[src/design/ir_cliff_trimmed_mean_detector_defines.svh]
// Assertion macros shared by the cliff detector modules.
`ifndef IR_CLIFF_TRIMMED_MEAN_DETECTOR_DEFINES_SVH
`define IR_CLIFF_TRIMMED_MEAN_DETECTOR_DEFINES_SVH

// Same-cycle implication, checked at every rising edge outside reset.
`define CTMD_ASSERT_IMP(label, clk, rst_n, cond, prop) \
    label: assert property (@(posedge clk) disable iff (!rst_n) (cond) |-> (prop)) \
        else $error("ctmd assertion failed");

// Next-cycle implication, checked at every rising edge outside reset.
`define CTMD_ASSERT_NEXT(label, clk, rst_n, cond, prop) \
    label: assert property (@(posedge clk) disable iff (!rst_n) (cond) |=> (prop)) \
        else $error("ctmd assertion failed");

`endif

[src/design/ctmd_pkg.sv]
package ctmd_pkg;

    // Fixed field widths.
    localparam int SAMPLE_BITS = 12;
    localparam int CH_W        = 2;
    localparam int FLAG_W      = 3;
    localparam int THR_W       = 12;
    localparam int FS_W        = 13;
    localparam int DIFF_W      = 13;
    localparam int CFG_IDX_W   = 1;
    localparam int CFG_DATA_W  = 13;

    // Default structure of the filter.
    localparam int WINDOW_DEF     = 32;
    localparam int TRIM_FIRST_DEF = 14;
    localparam int TRIM_END_DEF   = 18;
    localparam int SENSORS_DEF    = 3;

    // Register reset values and the result ceiling.
    localparam logic [THR_W-1:0]  THR_RESET = 12'd30;
    localparam logic [FS_W-1:0]   FS_RESET  = 13'd3300;
    localparam logic [DIFF_W-1:0] DIFF_MAX  = 13'h1FFF;

    // Configuration register indexes.
    localparam logic [CFG_IDX_W-1:0] CFG_THRESHOLD  = 1'b0;
    localparam logic [CFG_IDX_W-1:0] CFG_FULL_SCALE = 1'b1;

    typedef struct packed {
        logic [SAMPLE_BITS-1:0] sample;
        logic [CH_W-1:0]        channel;
        logic                   emitter_on;
    } item_t;

    typedef struct packed {
        logic [CH_W-1:0]   done_channel;
        logic [DIFF_W-1:0] diff_mv;
        logic [FLAG_W-1:0] danger_flags;
    } result_t;

    typedef enum logic [3:0] {
        S_IDLE,
        S_INS_RD,
        S_INS_CMP,
        S_SUM_RD,
        S_SUM_ACC,
        S_POST,
        S_MUL,
        S_DIV_GO,
        S_DIV,
        S_OUT
    } state_t;

endpackage

[src/design/ctmd_ram.sv]
module ctmd_ram
    import ctmd_pkg::*;
#(
    parameter int WIDTH = SAMPLE_BITS,
    parameter int DEPTH = WINDOW_DEF
)
(
    input  logic                     clk,
    input  logic                     we,
    input  logic [$clog2(DEPTH)-1:0] waddr,
    input  logic [WIDTH-1:0]         wdata,
    input  logic [$clog2(DEPTH)-1:0] raddr,
    output logic [WIDTH-1:0]         rdata
);

    logic [WIDTH-1:0] mem [DEPTH];

    // One write port and one read port with registered data.
    always_ff @(posedge clk)
    begin
        if (we)
        begin
            mem[waddr] <= wdata;
        end
        rdata <= mem[raddr];
    end

endmodule

[src/design/ctmd_div.sv]
`include "ir_cliff_trimmed_mean_detector_defines.svh"

module ctmd_div
    import ctmd_pkg::*;
#(
    parameter int DIVISOR = TRIM_END_DEF - TRIM_FIRST_DEF,
    parameter int DW      = 15
)
(
    input  logic          clk,
    input  logic          rst_n,
    input  logic          start,
    input  logic [DW-1:0] dividend,
    output logic          done,
    output logic [DW-1:0] quotient
);

    // Division by a constant as a multiply by its rounded-up reciprocal. With the
    // shift set to DW plus the ceiling log2 of the divisor, the upper product bits
    // give the exact floor quotient for every dividend below 2^DW.
    localparam int     LOG_D  = $clog2(DIVISOR);
    localparam int     SHIFT  = DW + LOG_D;
    localparam int     RCP_W  = DW + 2;
    localparam int     PROD_W = SHIFT + DW;
    localparam longint RCP_L  =
        ((longint'(1) << SHIFT) + longint'(DIVISOR) - 1) / longint'(DIVISOR);
    localparam logic [RCP_W-1:0] RCP = RCP_W'(RCP_L);

    logic              done_reg;
    logic [DW-1:0]     quo_reg;
    logic [PROD_W-1:0] prod;

    // Reciprocal product of the dividend.
    assign prod = PROD_W'(dividend) * PROD_W'(RCP);

    // The quotient is ready in the cycle after start.
    always_ff @(posedge clk or negedge rst_n)
    begin
        if (!rst_n)
        begin
            done_reg <= 1'b0;
        end
        else
        begin
            done_reg <= start;
        end
    end

    always_ff @(posedge clk)
    begin
        if (start)
        begin
            quo_reg <= prod[SHIFT +: DW];
        end
    end

    assign done     = done_reg;
    assign quotient = quo_reg;

    // Every start is answered by done on the next cycle.
    `CTMD_ASSERT_NEXT(a_done_after_start, clk, rst_n, start, done_reg)
    // A new division is never started while a quotient is being handed over.
    `CTMD_ASSERT_IMP(a_no_overlap, clk, rst_n, start, !done_reg)
    // Done lasts a single cycle.
    `CTMD_ASSERT_NEXT(a_done_single, clk, rst_n, done_reg, !done_reg)

endmodule

[src/design/ir_cliff_trimmed_mean_detector.sv]
// Channel   Direction  Handshake            Payload
// item      in         item_valid/stall     item_t: sample, channel, emitter_on
// result    out        result_valid/stall   result_t: done_channel, diff_mv, danger_flags
// cfg       in         cfg_we               cfg_index, cfg_data
//
// An item walks down the sorted store in read and compare steps paced by its single read
// port, moving larger samples up a place; items on channels >= SENSORS are ignored.
// A completed window then reads and adds each middle rank and stores a lit sum, or for a
// dark window forms the difference, multiplies, reciprocal-divides and loads the output.
// All control state clears at once on reset; the sorted store needs no clearing.
// Input waits on a result only while a finished dark window finds the output full and stalled.
`include "ir_cliff_trimmed_mean_detector_defines.svh"

module ir_cliff_trimmed_mean_detector
    import ctmd_pkg::*;
#(
    parameter int WINDOW     = WINDOW_DEF,
    parameter int TRIM_FIRST = TRIM_FIRST_DEF,
    parameter int TRIM_END   = TRIM_END_DEF,
    parameter int SENSORS    = SENSORS_DEF
)
(
    input  logic                  clk,
    input  logic                  rst_n,
    input  logic                  item_valid,
    output logic                  item_stall,
    input  item_t                 item,
    output logic                  result_valid,
    input  logic                  result_stall,
    output result_t               result,
    input  logic                  cfg_we,
    input  logic [CFG_IDX_W-1:0]  cfg_index,
    input  logic [CFG_DATA_W-1:0] cfg_data
);

    localparam int ADDR_W     = $clog2(WINDOW);
    localparam int TRIM_COUNT = (TRIM_END > TRIM_FIRST) ? (TRIM_END - TRIM_FIRST) : 1;
    localparam int SUM_HI     = (TRIM_END > WINDOW) ? WINDOW : TRIM_END;
    localparam bit SUM_EMPTY  = (SUM_HI <= TRIM_FIRST);
    localparam int SUM_W      = SAMPLE_BITS + $clog2(TRIM_COUNT);
    localparam int PROD_W     = SUM_W + FS_W;
    localparam int QUO_W      = PROD_W - SAMPLE_BITS;
    localparam logic [ADDR_W-1:0] SUM_LO_A   = ADDR_W'(SUM_EMPTY ? 0 : TRIM_FIRST);
    localparam logic [ADDR_W-1:0] SUM_LAST_A = ADDR_W'(SUM_EMPTY ? 0 : SUM_HI - 1);
    localparam logic [ADDR_W-1:0] FILL_LAST  = ADDR_W'(WINDOW - 1);

    state_t                 state_reg, state_next;
    logic [THR_W-1:0]       thr_reg;
    logic [FS_W-1:0]        fs_reg;
    logic [ADDR_W-1:0]      fill_reg, fill_next;
    logic [CH_W-1:0]        wch_reg, wch_next;
    logic                   wph_reg, wph_next;
    logic [ADDR_W-1:0]      pos_reg, pos_next;
    logic [ADDR_W-1:0]      rank_reg, rank_next;
    logic [SUM_W-1:0]       lit_reg [SENSORS];
    logic [SUM_W-1:0]       lit_next [SENSORS];
    logic [FLAG_W-1:0]      flags_reg, flags_next;
    logic                   res_valid_reg, res_valid_next;
    logic [SAMPLE_BITS-1:0] smp_reg, smp_next;
    logic [CH_W-1:0]        ch_reg, ch_next;
    logic                   ph_reg, ph_next;
    logic [SUM_W-1:0]       acc_reg, acc_next;
    logic [PROD_W-1:0]      prod_reg, prod_next;
    logic [DIFF_W-1:0]      mv_reg, mv_next;
    result_t                res_reg, res_next;

    logic                   in_acc;
    logic                   ch_ok;
    logic                   slot_free;
    logic                   gt;
    logic                   ins_done;
    logic [SUM_W-1:0]       lit_cur;
    logic [SUM_W-1:0]       diff;
    logic [DIFF_W-1:0]      mv_sat;
    logic                   ram_we;
    logic [ADDR_W-1:0]      ram_waddr;
    logic [SAMPLE_BITS-1:0] ram_wdata;
    logic [ADDR_W-1:0]      ram_raddr;
    logic [SAMPLE_BITS-1:0] ram_rdata;
    logic                   div_start;
    logic                   div_done;
    logic [QUO_W-1:0]       div_quo;

    // Sorted sample store.
    ctmd_ram #(
        .WIDTH (SAMPLE_BITS),
        .DEPTH (WINDOW)
    ) u_store (
        .clk   (clk),
        .we    (ram_we),
        .waddr (ram_waddr),
        .wdata (ram_wdata),
        .raddr (ram_raddr),
        .rdata (ram_rdata)
    );

    // Scaling divider: the product over 2^SAMPLE_BITS, then over the trim count.
    ctmd_div #(
        .DIVISOR (TRIM_COUNT),
        .DW      (QUO_W)
    ) u_div (
        .clk      (clk),
        .rst_n    (rst_n),
        .start    (div_start),
        .dividend (prod_reg[PROD_W-1:SAMPLE_BITS]),
        .done     (div_done),
        .quotient (div_quo)
    );

    // Handshake and status terms.
    assign in_acc    = item_valid && !item_stall;
    assign ch_ok     = (32'(item.channel) < SENSORS);
    assign slot_free = !res_valid_reg || !result_stall;
    assign gt        = (ram_rdata > smp_reg);
    assign ins_done  = ((state_reg == S_INS_RD) && (pos_reg == '0))
                    || ((state_reg == S_INS_CMP) && !gt);

    // Lit sum of the current channel and the absolute difference.
    always_comb
    begin
        lit_cur = '0;
        for (int i = 0; i < SENSORS; i++)
        begin
            if (32'(ch_reg) == i)
            begin
                lit_cur = lit_reg[i];
            end
        end
    end

    assign diff   = (acc_reg >= lit_cur) ? (acc_reg - lit_cur) : (lit_cur - acc_reg);
    assign mv_sat = (div_quo > QUO_W'(DIFF_MAX)) ? DIFF_MAX : div_quo[DIFF_W-1:0];

    // Next state.
    always_comb
    begin
        state_next = state_reg;
        case (state_reg)
            S_IDLE:
            begin
                if (in_acc && ch_ok)
                begin
                    state_next = S_INS_RD;
                end
            end
            S_INS_RD, S_INS_CMP:
            begin
                if (ins_done)
                begin
                    if (fill_reg != FILL_LAST)
                    begin
                        state_next = S_IDLE;
                    end
                    else if (SUM_EMPTY)
                    begin
                        state_next = S_POST;
                    end
                    else
                    begin
                        state_next = S_SUM_RD;
                    end
                end
                else if (state_reg == S_INS_RD)
                begin
                    state_next = S_INS_CMP;
                end
                else
                begin
                    state_next = S_INS_RD;
                end
            end
            S_SUM_RD:
            begin
                state_next = S_SUM_ACC;
            end
            S_SUM_ACC:
            begin
                state_next = (rank_reg == SUM_LAST_A) ? S_POST : S_SUM_RD;
            end
            S_POST:
            begin
                state_next = ph_reg ? S_IDLE : S_MUL;
            end
            S_MUL:
            begin
                state_next = S_DIV_GO;
            end
            S_DIV_GO:
            begin
                state_next = S_DIV;
            end
            S_DIV:
            begin
                if (div_done)
                begin
                    state_next = S_OUT;
                end
            end
            S_OUT:
            begin
                if (slot_free)
                begin
                    state_next = S_IDLE;
                end
            end
            default:
            begin
                state_next = S_IDLE;
            end
        endcase
    end

    // State outputs: store port, divider start, input stall.
    always_comb
    begin
        ram_we     = 1'b0;
        ram_waddr  = pos_reg;
        ram_wdata  = smp_reg;
        ram_raddr  = pos_reg - 1'b1;
        div_start  = 1'b0;
        item_stall = 1'b1;
        case (state_reg)
            S_IDLE:
            begin
                item_stall = 1'b0;
            end
            S_INS_RD:
            begin
                ram_we = (pos_reg == '0);
            end
            S_INS_CMP:
            begin
                ram_we    = 1'b1;
                ram_wdata = gt ? ram_rdata : smp_reg;
            end
            S_SUM_RD:
            begin
                ram_raddr = rank_reg;
            end
            S_DIV_GO:
            begin
                div_start = 1'b1;
            end
            default:
            begin
                item_stall = 1'b1;
            end
        endcase
    end

    // Datapath next values.
    always_comb
    begin
        fill_next      = fill_reg;
        wch_next       = wch_reg;
        wph_next       = wph_reg;
        pos_next       = pos_reg;
        rank_next      = rank_reg;
        flags_next     = flags_reg;
        smp_next       = smp_reg;
        ch_next        = ch_reg;
        ph_next        = ph_reg;
        acc_next       = acc_reg;
        prod_next      = prod_reg;
        mv_next        = mv_reg;
        res_next       = res_reg;
        res_valid_next = res_valid_reg && result_stall;
        for (int i = 0; i < SENSORS; i++)
        begin
            lit_next[i] = lit_reg[i];
        end

        // Take an item; a change of channel or phase drops the partial window.
        if ((state_reg == S_IDLE) && in_acc && ch_ok)
        begin
            smp_next = item.sample;
            ch_next  = item.channel;
            ph_next  = item.emitter_on;
            if ((fill_reg == '0) || (item.channel != wch_reg)
                || (item.emitter_on != wph_reg))
            begin
                fill_next = '0;
                pos_next  = '0;
                wch_next  = item.channel;
                wph_next  = item.emitter_on;
            end
            else
            begin
                pos_next = fill_reg;
            end
        end

        // Insertion walk: move larger entries up one place.
        if ((state_reg == S_INS_CMP) && gt)
        begin
            pos_next = pos_reg - 1'b1;
        end
        if (ins_done)
        begin
            if (fill_reg == FILL_LAST)
            begin
                fill_next = '0;
                rank_next = SUM_LO_A;
                acc_next  = '0;
            end
            else
            begin
                fill_next = fill_reg + 1'b1;
            end
        end

        // Trimmed sum over the middle ranks.
        if (state_reg == S_SUM_ACC)
        begin
            acc_next  = acc_reg + SUM_W'(ram_rdata);
            rank_next = rank_reg + 1'b1;
        end

        // Lit window stores its sum; dark window forms the difference.
        if (state_reg == S_POST)
        begin
            if (ph_reg)
            begin
                for (int i = 0; i < SENSORS; i++)
                begin
                    if (32'(ch_reg) == i)
                    begin
                        lit_next[i] = acc_reg;
                    end
                end
            end
            else
            begin
                acc_next = diff;
            end
        end

        if (state_reg == S_MUL)
        begin
            prod_next = PROD_W'(acc_reg) * PROD_W'(fs_reg);
        end

        // Scaled difference and danger bit.
        if ((state_reg == S_DIV) && div_done)
        begin
            mv_next = mv_sat;
            for (int i = 0; i < FLAG_W; i++)
            begin
                if (32'(ch_reg) == i)
                begin
                    flags_next[i] = (mv_sat <= DIFF_W'(thr_reg));
                end
            end
        end

        // Hand the result to the output register.
        if ((state_reg == S_OUT) && slot_free)
        begin
            res_next.done_channel = ch_reg;
            res_next.diff_mv      = mv_reg;
            res_next.danger_flags = flags_reg;
            res_valid_next        = 1'b1;
        end
    end

    // Configuration registers.
    always_ff @(posedge clk or negedge rst_n)
    begin
        if (!rst_n)
        begin
            thr_reg <= THR_RESET;
            fs_reg  <= FS_RESET;
        end
        else if (cfg_we)
        begin
            case (cfg_index)
                CFG_THRESHOLD:  thr_reg <= cfg_data[THR_W-1:0];
                CFG_FULL_SCALE: fs_reg  <= cfg_data[FS_W-1:0];
                default:        thr_reg <= thr_reg;
            endcase
        end
    end

    // Control state.
    always_ff @(posedge clk or negedge rst_n)
    begin
        if (!rst_n)
        begin
            state_reg     <= S_IDLE;
            fill_reg      <= '0;
            wch_reg       <= '0;
            wph_reg       <= 1'b0;
            pos_reg       <= '0;
            rank_reg      <= '0;
            flags_reg     <= '0;
            res_valid_reg <= 1'b0;
            for (int i = 0; i < SENSORS; i++)
            begin
                lit_reg[i] <= '0;
            end
        end
        else
        begin
            state_reg     <= state_next;
            fill_reg      <= fill_next;
            wch_reg       <= wch_next;
            wph_reg       <= wph_next;
            pos_reg       <= pos_next;
            rank_reg      <= rank_next;
            flags_reg     <= flags_next;
            res_valid_reg <= res_valid_next;
            for (int i = 0; i < SENSORS; i++)
            begin
                lit_reg[i] <= lit_next[i];
            end
        end
    end

    // Payload registers.
    always_ff @(posedge clk)
    begin
        smp_reg  <= smp_next;
        ch_reg   <= ch_next;
        ph_reg   <= ph_next;
        acc_reg  <= acc_next;
        prod_reg <= prod_next;
        mv_reg   <= mv_next;
        res_reg  <= res_next;
    end

    assign result_valid = res_valid_reg;
    assign result       = res_reg;

    // A result is loaded only from the output state, for the current channel.
    `CTMD_ASSERT_IMP(a_rise_from_out, clk, rst_n, $rose(res_valid_reg), $past(state_reg == S_OUT))
    `CTMD_ASSERT_NEXT(a_load_channel, clk, rst_n, (state_reg == S_OUT) && slot_free, res_valid_reg && (res_reg.done_channel == $past(ch_reg)))
    // The divider finishes only while the sequencer waits for it.
    `CTMD_ASSERT_IMP(a_div_done_wait, clk, rst_n, div_done, state_reg == S_DIV)

endmodule
[config.mk]
export PLATFORM = sky130hd
export DESIGN_NAME = ir_cliff_trimmed_mean_detector
export DESIGN_NICKNAME = d
export VERILOG_FILES = /design/src/design/ctmd_pkg.sv /design/src/design/ctmd_ram.sv /design/src/design/ctmd_div.sv /design/src/design/ir_cliff_trimmed_mean_detector.sv
export VERILOG_INCLUDE_DIRS = /design/src /design/src/design
export SDC_FILE = /design/constraint.sdc
export NUM_CORES = 1
export LEC_CHECK = 0
export BUFFER_PORTS_ARGS = -buffer_cell sky130_fd_sc_hd__clkbuf_2
export CELL_PAD_IN_SITES_DETAIL_PLACEMENT = 1
export CELL_PAD_IN_SITES_GLOBAL_PLACEMENT = 2
export CORE_MARGIN = 3
export CORE_UTILIZATION = 41
export CTS_CLUSTER_DIAMETER = 120
export DETAILED_ROUTE_END_ITERATION = 10
export PLACE_DENSITY = 0.78
export SYNTH_ARGS = -nofsm -noshare
export SYNTH_HDL_FRONTEND = slang
export SYNTH_HIERARCHICAL = 1
export SYNTH_SLANG_ARGS = --single-unit
[constraint.sdc]
create_clock -name clk -period 5.3 [get_ports clk]
set_input_delay 1.06 -clock clk [delete_from_list [all_inputs] [get_ports clk]]
set_output_delay 1.06 -clock clk [all_outputs]
set_load 0.02 [all_outputs]
==> flow_metrics.env, run 1 <==
export IMPL_relSlewSlack=0.2505
export IMPL_overflow=0
export IMPL_area_growth_synth_to_final_pct=14.67
export IMPL_initial_utilization=0.4176
export IMPL_grt_pass1_vias=21535
export IMPL_crit_type="reg2reg"
export IMPL_clkSinkCount=576
export IMPL_cp_data_required_time_ns=5.66
export IMPL_wl_per_cell_um=22.97
export IMPL_fp_dieW_um=279.8
export IMPL_setup_violations=5
export IMPL_rows=99
export IMPL_cp_end_kind="flop"
export IMPL_maxSlewViolCount=0
export IMPL_place_gp_congestion=0.8627
export IMPL_grt_util_met1=0.2799
export IMPL_tritoncts="done"
export IMPL_hold_path_end="result[11]"
export IMPL_path_clk_slew_ns=0.07
export IMPL_r2r_cells=23
export IMPL_core_area_um2=73580
export IMPL_grt_usage=0.2143
export IMPL_arrival_ns=5.74
export IMPL_port_buffer_count=53
export IMPL_clk_latency_ns=0.66
export IMPL_ys_warn_count=6
export IMPL_chipHeight_um=279.8
export IMPL_hold_class="reg2reg"
export IMPL_final_nets=2936
export IMPL_grt_pass1_wl_mm=129.3
export IMPL_grt_busiest_layer="met2"
export IMPL_layout_setup_ws_ns=-0.07759
export IMPL_hold_depth=0
export IMPL_numCtsBuffers=61
export IMPL_final_cells=3643
export IMPL_dr_pass1_iters=5
export IMPL_hpwlAfterDp_mm=59.24
export IMPL_worstMarginPinSlew_ns=1.124
export IMPL_routed_wl_mm=83.68
export IMPL_antennaDiodeCount=0
export IMPL_grt_max_degree=86
export IMPL_ioPinCount=54
export IMPL_slowest_delay_ns=0.54
export IMPL_crit_buf_inv=7
export IMPL_final_util=0.4788
export IMPL_grt_use_met2=0.3790
export IMPL_fin_worst_skew_ns=0.05841
export IMPL_dp_cells=3507
export IMPL_die_area_um2=78260
export IMPL_antenna_found_initial=0
export IMPL_max_freq_mhz=186.0
export IMPL_drc=0
export IMPL_final_common_cell="edfxtp_1"
export IMPL_drive_above_1_share=0.1718
export IMPL_hold_start="mv_reg[8]"
export IMPL_critPathMostFrequentCell="fa_1"
export IMPL_worstSetupStartpointType="flop"
export IMPL_viasPerCell=5.431
export IMPL_drt_antenna_violating_nets=0
export IMPL_cts_root_buf="clkbuf_16"
export IMPL_synthesis_area_um2=30730
export IMPL_violations="negative setup slack"
export IMPL_status="complete, but fails checks"
export IMPL_critPathSlowestCell="dfstp_2"
export IMPL_layout_common_cells="456 x edfxtp_1, 234 x nand2_1, 214 x mux2i_1"
export IMPL_grt_setup_unrepaired="true"
export IMPL_setup_tns_ns=-0.2278
export IMPL_grt_use_met3=0.02275
export IMPL_cts_buffer_depth=3
export IMPL_path_delay_family="adder cells"
export IMPL_h_tree_depth=2
export IMPL_vias=19784
export IMPL_hold_viol=0
export IMPL_reg2reg_slack_ns=-0.08
export IMPL_largest_register_ffs=384
export IMPL_maxCapViolCount=0
export IMPL_r2r_start="fs_reg[6]"
export IMPL_cp_cell_sequence="buf_4, nand2_2, fa_1, inv_2, fa_1, inv_2, fa_1, inv_1, fa_1, inv_1, fa_1, inv_2, ha_4, buf_4, nand4_1, o21bai_1, nand4_1, a31oi_2, o21a_1, o21ai_2, nand2b_1, a21oi_2, xnor2_1"
export IMPL_rr_endpoint="prod_reg[23]"
export IMPL_period_share=1.015
export IMPL_synth_area_per_cell_um2=12.46
export IMPL_fin_crit_ns=5.378
export IMPL_synthCells=2466
export IMPL_drt_iter0_markers=1258
export IMPL_worstPathMaxFanout=2
[per-stage QoR]
stage          cell area [um^2]  hold WS, ns  setup WS (ns)
2_1_floorplan             30740       0.4003       0.003557
3_3_place_gp              32740       0.4013        -0.1588
5_1_grt                   35230       0.4247        -0.3152
3_5_place_dp              32740       0.4052        -0.2092
4_1_cts                   35050       0.4160       -0.01165
6_report                  35230       0.4135       -0.07759
[worst max path at each step]
stage               start      endpoint  slack [ns]  cells past startpoint
2_1_floorplan   fs_reg[4]  prod_reg[23]       0.004                     22
3_3_place_gp    fs_reg[1]  prod_reg[26]       -0.16                     21
3_5_place_dp    fs_reg[1]  prod_reg[26]       -0.21                     21
4_1_cts        fs_reg[11]  prod_reg[26]       -0.01                     18
5_1_grt         fs_reg[6]  prod_reg[23]       -0.32                     21
6_report        fs_reg[6]  prod_reg[23]       -0.08                     23
[per-layer routing]
metal	up-vias	wire length (um)
li1	9054	-
met1	10295	36360
met2	326	42340
met3	109	2598
met4	0	2377
met5	-	0
[layout make-up]
cell class,count,area [um^2]
clock buffers,83,1689
clock inverters,33,334.1
flip-flops and latches,576,16590
repair buffers,220,1630
multi-input cells,1538,12910
inverters,234,878.3
fillers,7627,38350
well taps,959,1200
[timing repair]
item	in CTS	in global routing
pin swaps	34	40
endpoints found under the setup margin	8	11
setup buffers	10	8
gates resized for setup	60	37
gates cloned	2	0
hold buffers	0	0
Power of run 1 is left out: the tool's default activity adds up to more than one toggle a clock period on the data nets, which glitch-free logic cannot reach.
==> inputs of run 2 (changes only) <==
Settings changed: TNS_END_PERCENT from default to 50.
==> flow_metrics.env, run 2 (synthesis results as in run 1) <==
export IMPL_multiInputGateArea_um2=12910
export IMPL_max_freq_mhz=186.1
export IMPL_cts_root_buf="clkbuf_16"
export IMPL_layout_setup_ws_ns=-0.07344
export IMPL_period_share=1.014
export IMPL_setup_violations=5
export IMPL_chipHeight_um=279.8
export IMPL_r2r_start="fs_reg[6]"
export IMPL_clk_latency_ns=0.66
export IMPL_relSlewSlack=0.2501
export IMPL_slowest_delay_ns=0.54
export IMPL_port_buffer_count=53
export IMPL_crit_type="reg2reg"
export IMPL_numCtsBuffers=61
export IMPL_wl_per_cell_um=22.98
export IMPL_worstMarginPinSlew_ns=1.125
export IMPL_rr_endpoint="prod_reg[23]"
export IMPL_violations="negative setup slack"
export IMPL_grt_pass1_wl_mm=129.3
export IMPL_final_cells=3643
export IMPL_fp_dieW_um=279.8
export IMPL_viasPerCell=5.445
export IMPL_dp_cells=3507
export IMPL_cts_buffer_depth=3
export IMPL_seq_area_um2=16590
export IMPL_r2r_cells=21
export IMPL_cp_end_kind="flop"
export IMPL_overflow=0
export IMPL_grt_usage=0.2143
export IMPL_antennaDiodeCount=0
export IMPL_initial_utilization=0.4176
export IMPL_final_nets=2936
export IMPL_core_area_um2=73580
export IMPL_arrival_ns=5.73
export IMPL_tritoncts="done"
export IMPL_fin_worst_skew_ns=0.05568
export IMPL_cts_hold_buf=0
export IMPL_drc=0
export IMPL_die_area_um2=78260
export IMPL_cp_cell_sequence="buf_6, buf_6, nand2_4, fa_1, inv_2, fa_1, inv_2, fa_1, fa_1, fa_1, inv_2, ha_4, nand4_1, o21bai_1, nand4_1, a31oi_2, o21a_1, o21ai_2, nand2b_1, a21oi_2, xnor2_1"
export IMPL_area_growth_synth_to_final_pct=14.66
export IMPL_antenna_found_initial=0
export IMPL_largest_register_ffs=384
export IMPL_maxCapViolCount=0
export IMPL_worstSetupStartpointType="flop"
export IMPL_path_clk_slew_ns=0.07
export IMPL_hold_start="mv_reg[8]"
export IMPL_clkSinkCount=576
export IMPL_grt_max_degree=86
export IMPL_drt_antenna_violating_nets=0
export IMPL_hold_path_end="result[11]"
export IMPL_critPathSlowestCell="dfstp_2"
export IMPL_path_delay_family="adder cells"
export IMPL_hold_depth=0
export IMPL_h_tree_depth=2
export IMPL_dr_pass1_iters=5
export IMPL_critPathMostFrequentCell="fa_1"
export IMPL_fin_crit_ns=5.373
export IMPL_ioPinCount=54
export IMPL_hold_viol=0
export IMPL_hpwlAfterDp_mm=59.24
export IMPL_rows=99
export IMPL_grt_pass1_vias=21535
export IMPL_path_depth=21
export IMPL_drive_above_1_share=0.1714
export IMPL_routed_wl_mm=83.70
export IMPL_maxSlewViolCount=0
export IMPL_grt_setup_unrepaired="true"
export IMPL_worstPathMaxFanout=5
export IMPL_fillers=7627
export IMPL_crit_buf_inv=5
export IMPL_layout_common_cells="456 x edfxtp_1, 234 x nand2_1, 214 x mux2i_1"
export IMPL_cp_data_required_time_ns=5.66
export IMPL_dpl_cell_area_um2=32740
export IMPL_final_area_um2=35230
export IMPL_vias=19837
export IMPL_drt_iter0_markers=1225
export IMPL_status="complete, but fails checks"
export IMPL_reg2reg_slack_ns=-0.07
export IMPL_hold_class="reg2reg"
export IMPL_final_common_cell="edfxtp_1"
export IMPL_place_gp_congestion=0.8627
## run 2: cell counts in the layout (fill, tap and decap cells not counted)
No cell type changed its count.
## run 2: cell type report
type,instances,share of cell area
flip-flops and latches,576,0.4708
multi-input cells,1538,0.3665
clock buffers,83,0.04795
repair buffers,220,0.04628
well taps,959,0.03406
inverters,234,0.02493
clock inverters,33,0.009483
## run 2: timing repair
action / 4_1_cts / 5_1_grt
endpoints found under the setup margin: 8 / 11
cloned: 2 / 0
gates resized for setup: 60 / 36
endpoints found under the hold margin: 0 / 0
setup buffers: 10 / 8
pin swaps: 34 / 40
## run 2: metal layers
metal	wire length (um)	GRT usage	vias to the layer above	share of wire
met2	42400	0.3790	308	0.51
met5	0	0	-	0
li1	-	-	9057	-
met1	36220	0.2799	10361	0.43
met4	2428	0.06109	0	0.029
met3	2655	0.02275	111	0.032
## run 2: worst reg2reg max path, delay by kind of cell, from the launching register on
| family | cells | cell delay (ns) |
|---|---|---|
| AO/OA/AOI/OAI | 5 | 0.78 |
| XOR/XNOR | 1 | 0.12 |
| adder cells (fa/ha/maj) | 6 | 2.77 |
| buffers and inverters | 5 | 0.36 |
| flip-flops | 1 | 0.54 |
| AND/OR/NAND/NOR | 4 | 0.53 |
## run 2: worst max path at each step
stage | startpoint | to | slack (ns)
after global placement | fs_reg[1] | prod_reg[26] | -0.16
after detailed placement | fs_reg[1] | prod_reg[26] | -0.21
after floorplan | fs_reg[4] | prod_reg[23] | 0.004
final | fs_reg[6] | prod_reg[23] | -0.07
after global routing | fs_reg[6] | prod_reg[23] | -0.32
after CTS | fs_reg[11] | prod_reg[26] | -0.01
## run 2: metrics by stage
step	setup TNS, ns	setup slack [ns]	hold slack [ns]	util
finish	-0.2127	-0.07344	0.4124	0.4788
floorplan	0	0.003557	0.4003	-
global placement	-0.4682	-0.1588	0.4013	0.4450
global route	-2.010	-0.3152	0.4247	0.4788
CTS	-0.01165	-0.01165	0.4160	0.4763
detailed placement	-0.7677	-0.2092	0.4052	0.4450
Power of run 2 is left out for the same reason.
==> inputs of run 3 (changes only) <==
Settings changed: PLACE_DENSITY 0.78 to default, PLACE_DENSITY_LB_ADDON from default to 0.1, RECOVER_POWER from default to 100.
Clock period 5.3 ns to 4.3 ns, I/O delays scaled along.
==> flow_metrics.env, run 3 (synthesis results as in run 1) <==
export IMPL_hold_viol=0
export IMPL_fin_worst_skew_ns=0.03102
export IMPL_drc=0
export IMPL_worstSetupStartpointType="flop"
export IMPL_setup_violations=23
export IMPL_viasPerCell=5.352
export IMPL_maxCapViolCount=3
export IMPL_hold_depth=0
export IMPL_hold_class="reg2reg"
export IMPL_dr_pass1_iters=7
export IMPL_drt_antenna_violating_nets=0
export IMPL_cp_data_required_time_ns=4.64
export IMPL_final_common_cell="edfxtp_1"
export IMPL_fin_crit_ns=5.357
export IMPL_worstMarginPinSlew_ns=3.036
export IMPL_grt_max_degree=79
export IMPL_numCtsBuffers=66
export IMPL_initial_utilization=0.4176
export IMPL_worstPathMaxFanout=5
export IMPL_cts_root_buf="clkbuf_16"
export IMPL_pre_cts_ws_ns=-1.113
export IMPL_final_cells=3689
export IMPL_grt_pass1_vias=21652
export IMPL_final_nets=2987
export IMPL_rows=99
export IMPL_h_tree_depth=3
export IMPL_max_freq_mhz=186.7
export IMPL_grt_setup_unrepaired="true"
export IMPL_drive_above_1_share=0.1505
export IMPL_wl_per_cell_um=23.47
export IMPL_port_buffer_count=53
export IMPL_grt_pass1_wl_mm=132.3
export IMPL_clkSinkCount=576
export IMPL_arrival_ns=5.70
export IMPL_grt_usage=0.2238
export IMPL_dp_cells=3549
export IMPL_ioPinCount=54
export IMPL_core_area_um2=73580
export IMPL_cts_buffer_depth=3
export IMPL_period_share=1.246
export IMPL_die_area_um2=78260
export IMPL_drt_iter0_markers=1014
export IMPL_routed_wl_mm=86.59
export IMPL_fillers=7648
export IMPL_status="complete, but fails checks"
export IMPL_crit_type="reg2reg"
export IMPL_maxSlewViolCount=61
export IMPL_cp_end_kind="flop"
export IMPL_final_util=0.4814
export IMPL_place_gp_congestion=0.8802
export IMPL_vias=19745
export IMPL_antennaDiodeCount=0
export IMPL_antenna_found_initial=2
export IMPL_path_clk_slew_ns=0.06
export IMPL_r2r_cells=20
export IMPL_area_growth_synth_to_final_pct=15.28
export IMPL_clk_latency_ns=0.62
export IMPL_chipHeight_um=279.8
export IMPL_violations="max-capacitance violations, max-slew violations, negative setup slack"
export IMPL_largest_register_ffs=384
export IMPL_overflow=0
export IMPL_layout_common_cells="456 x edfxtp_1, 229 x nand2_1, 220 x inv_1"
export IMPL_relSlewSlack=-1.024
export IMPL_tritoncts="done"
export IMPL_hpwlAfterDp_mm=61.99
export IMPL_layout_setup_ws_ns=-1.057
export IMPL_fp_dieW_um=279.8
==> run 3: changes by cell type in the layout (fill, tap and decap cells not counted), moves of 6 or more <==
cell,previous run,this run
clkbuf_1,14,89
clkbuf_2,52,36
o21ai_2,16,3
o21ai_0,78,89
buf_4,148,140
inv_2,21,13
clkbuf_8,8,1
inv_1,213,220
clkbuf_16,61,67
==> run 3: cell type report <==
type	count	area [um^2]	share of cell area
inverter	234	878.3	0.02480
sequential	576	16590	0.4685
multi-input combinational	1538	12880	0.3637
timing repair buffer	266	1744	0.04924
clock inverter	33	375.4	0.01060
clock buffer	83	1747	0.04931
tap	959	1200	0.03387
==> run 3: timing repair <==
item | CTS | global route
hold buffers | 0 | 0
buffers inserted | 16 | 8
setup endpoints to repair | 13 | 14
gates resized for setup | 46 | 29
pin swaps | 41 | 26
==> run 3: stage by stage <==
stage	TNS (ns)	hold WS, ns	cell area (um^2)
finish	-13.23	0.4061	35420
CTS	-10.12	0.3030	35610
floorplan	-6.347	0.4003	30890
detailed placement	-11.12	0.4075	33210
global route	-30.73	0.4026	35420
global placement	-10.29	0.4038	33210
==> run 3: worst paths after layout <==
check,start,end,slack [ns]
max,fs_reg[7],prod_reg[23],-1.06
max in group asynchronous,rst_n,lit_reg[38],0.40
min reg2reg,mv_reg[11],result[14],0.41
min,mv_reg[11],result[14],0.41
max reg2reg,fs_reg[7],prod_reg[23],-1.06
min in group asynchronous,rst_n,thr_reg[0],1.23
==> run 3: critical path, stage by stage (launching register included) <==
cell and delay, ns:
dfstp_2 0.58, buf_12 0.12, nand2_1 0.07, fa_1 0.54
inv_1 0.06, fa_1 0.57, fa_1 0.44, fa_1 0.51
inv_1 0.05, fa_1 0.49, inv_2 0.05, ha_4 0.27
o211ai_1 0.10, o21bai_2 0.15, nand4_1 0.23, a31oi_2 0.29
o21a_1 0.20, o21ai_1 0.07, nand2b_1 0.11, a21oi_2 0.07
xnor2_1 0.12
==> run 3: metal layers <==
metal | share of wire | wire (um) | track usage
met1 | 0.42 | 36270 | 0.2751
met2 | 0.52 | 45240 | 0.4102
met3 | 0.026 | 2211 | 0.02759
met4 | 0.033 | 2872 | 0.06980
met5 | 0 | 0 | 0
Power of run 3 is left out for the same reason.
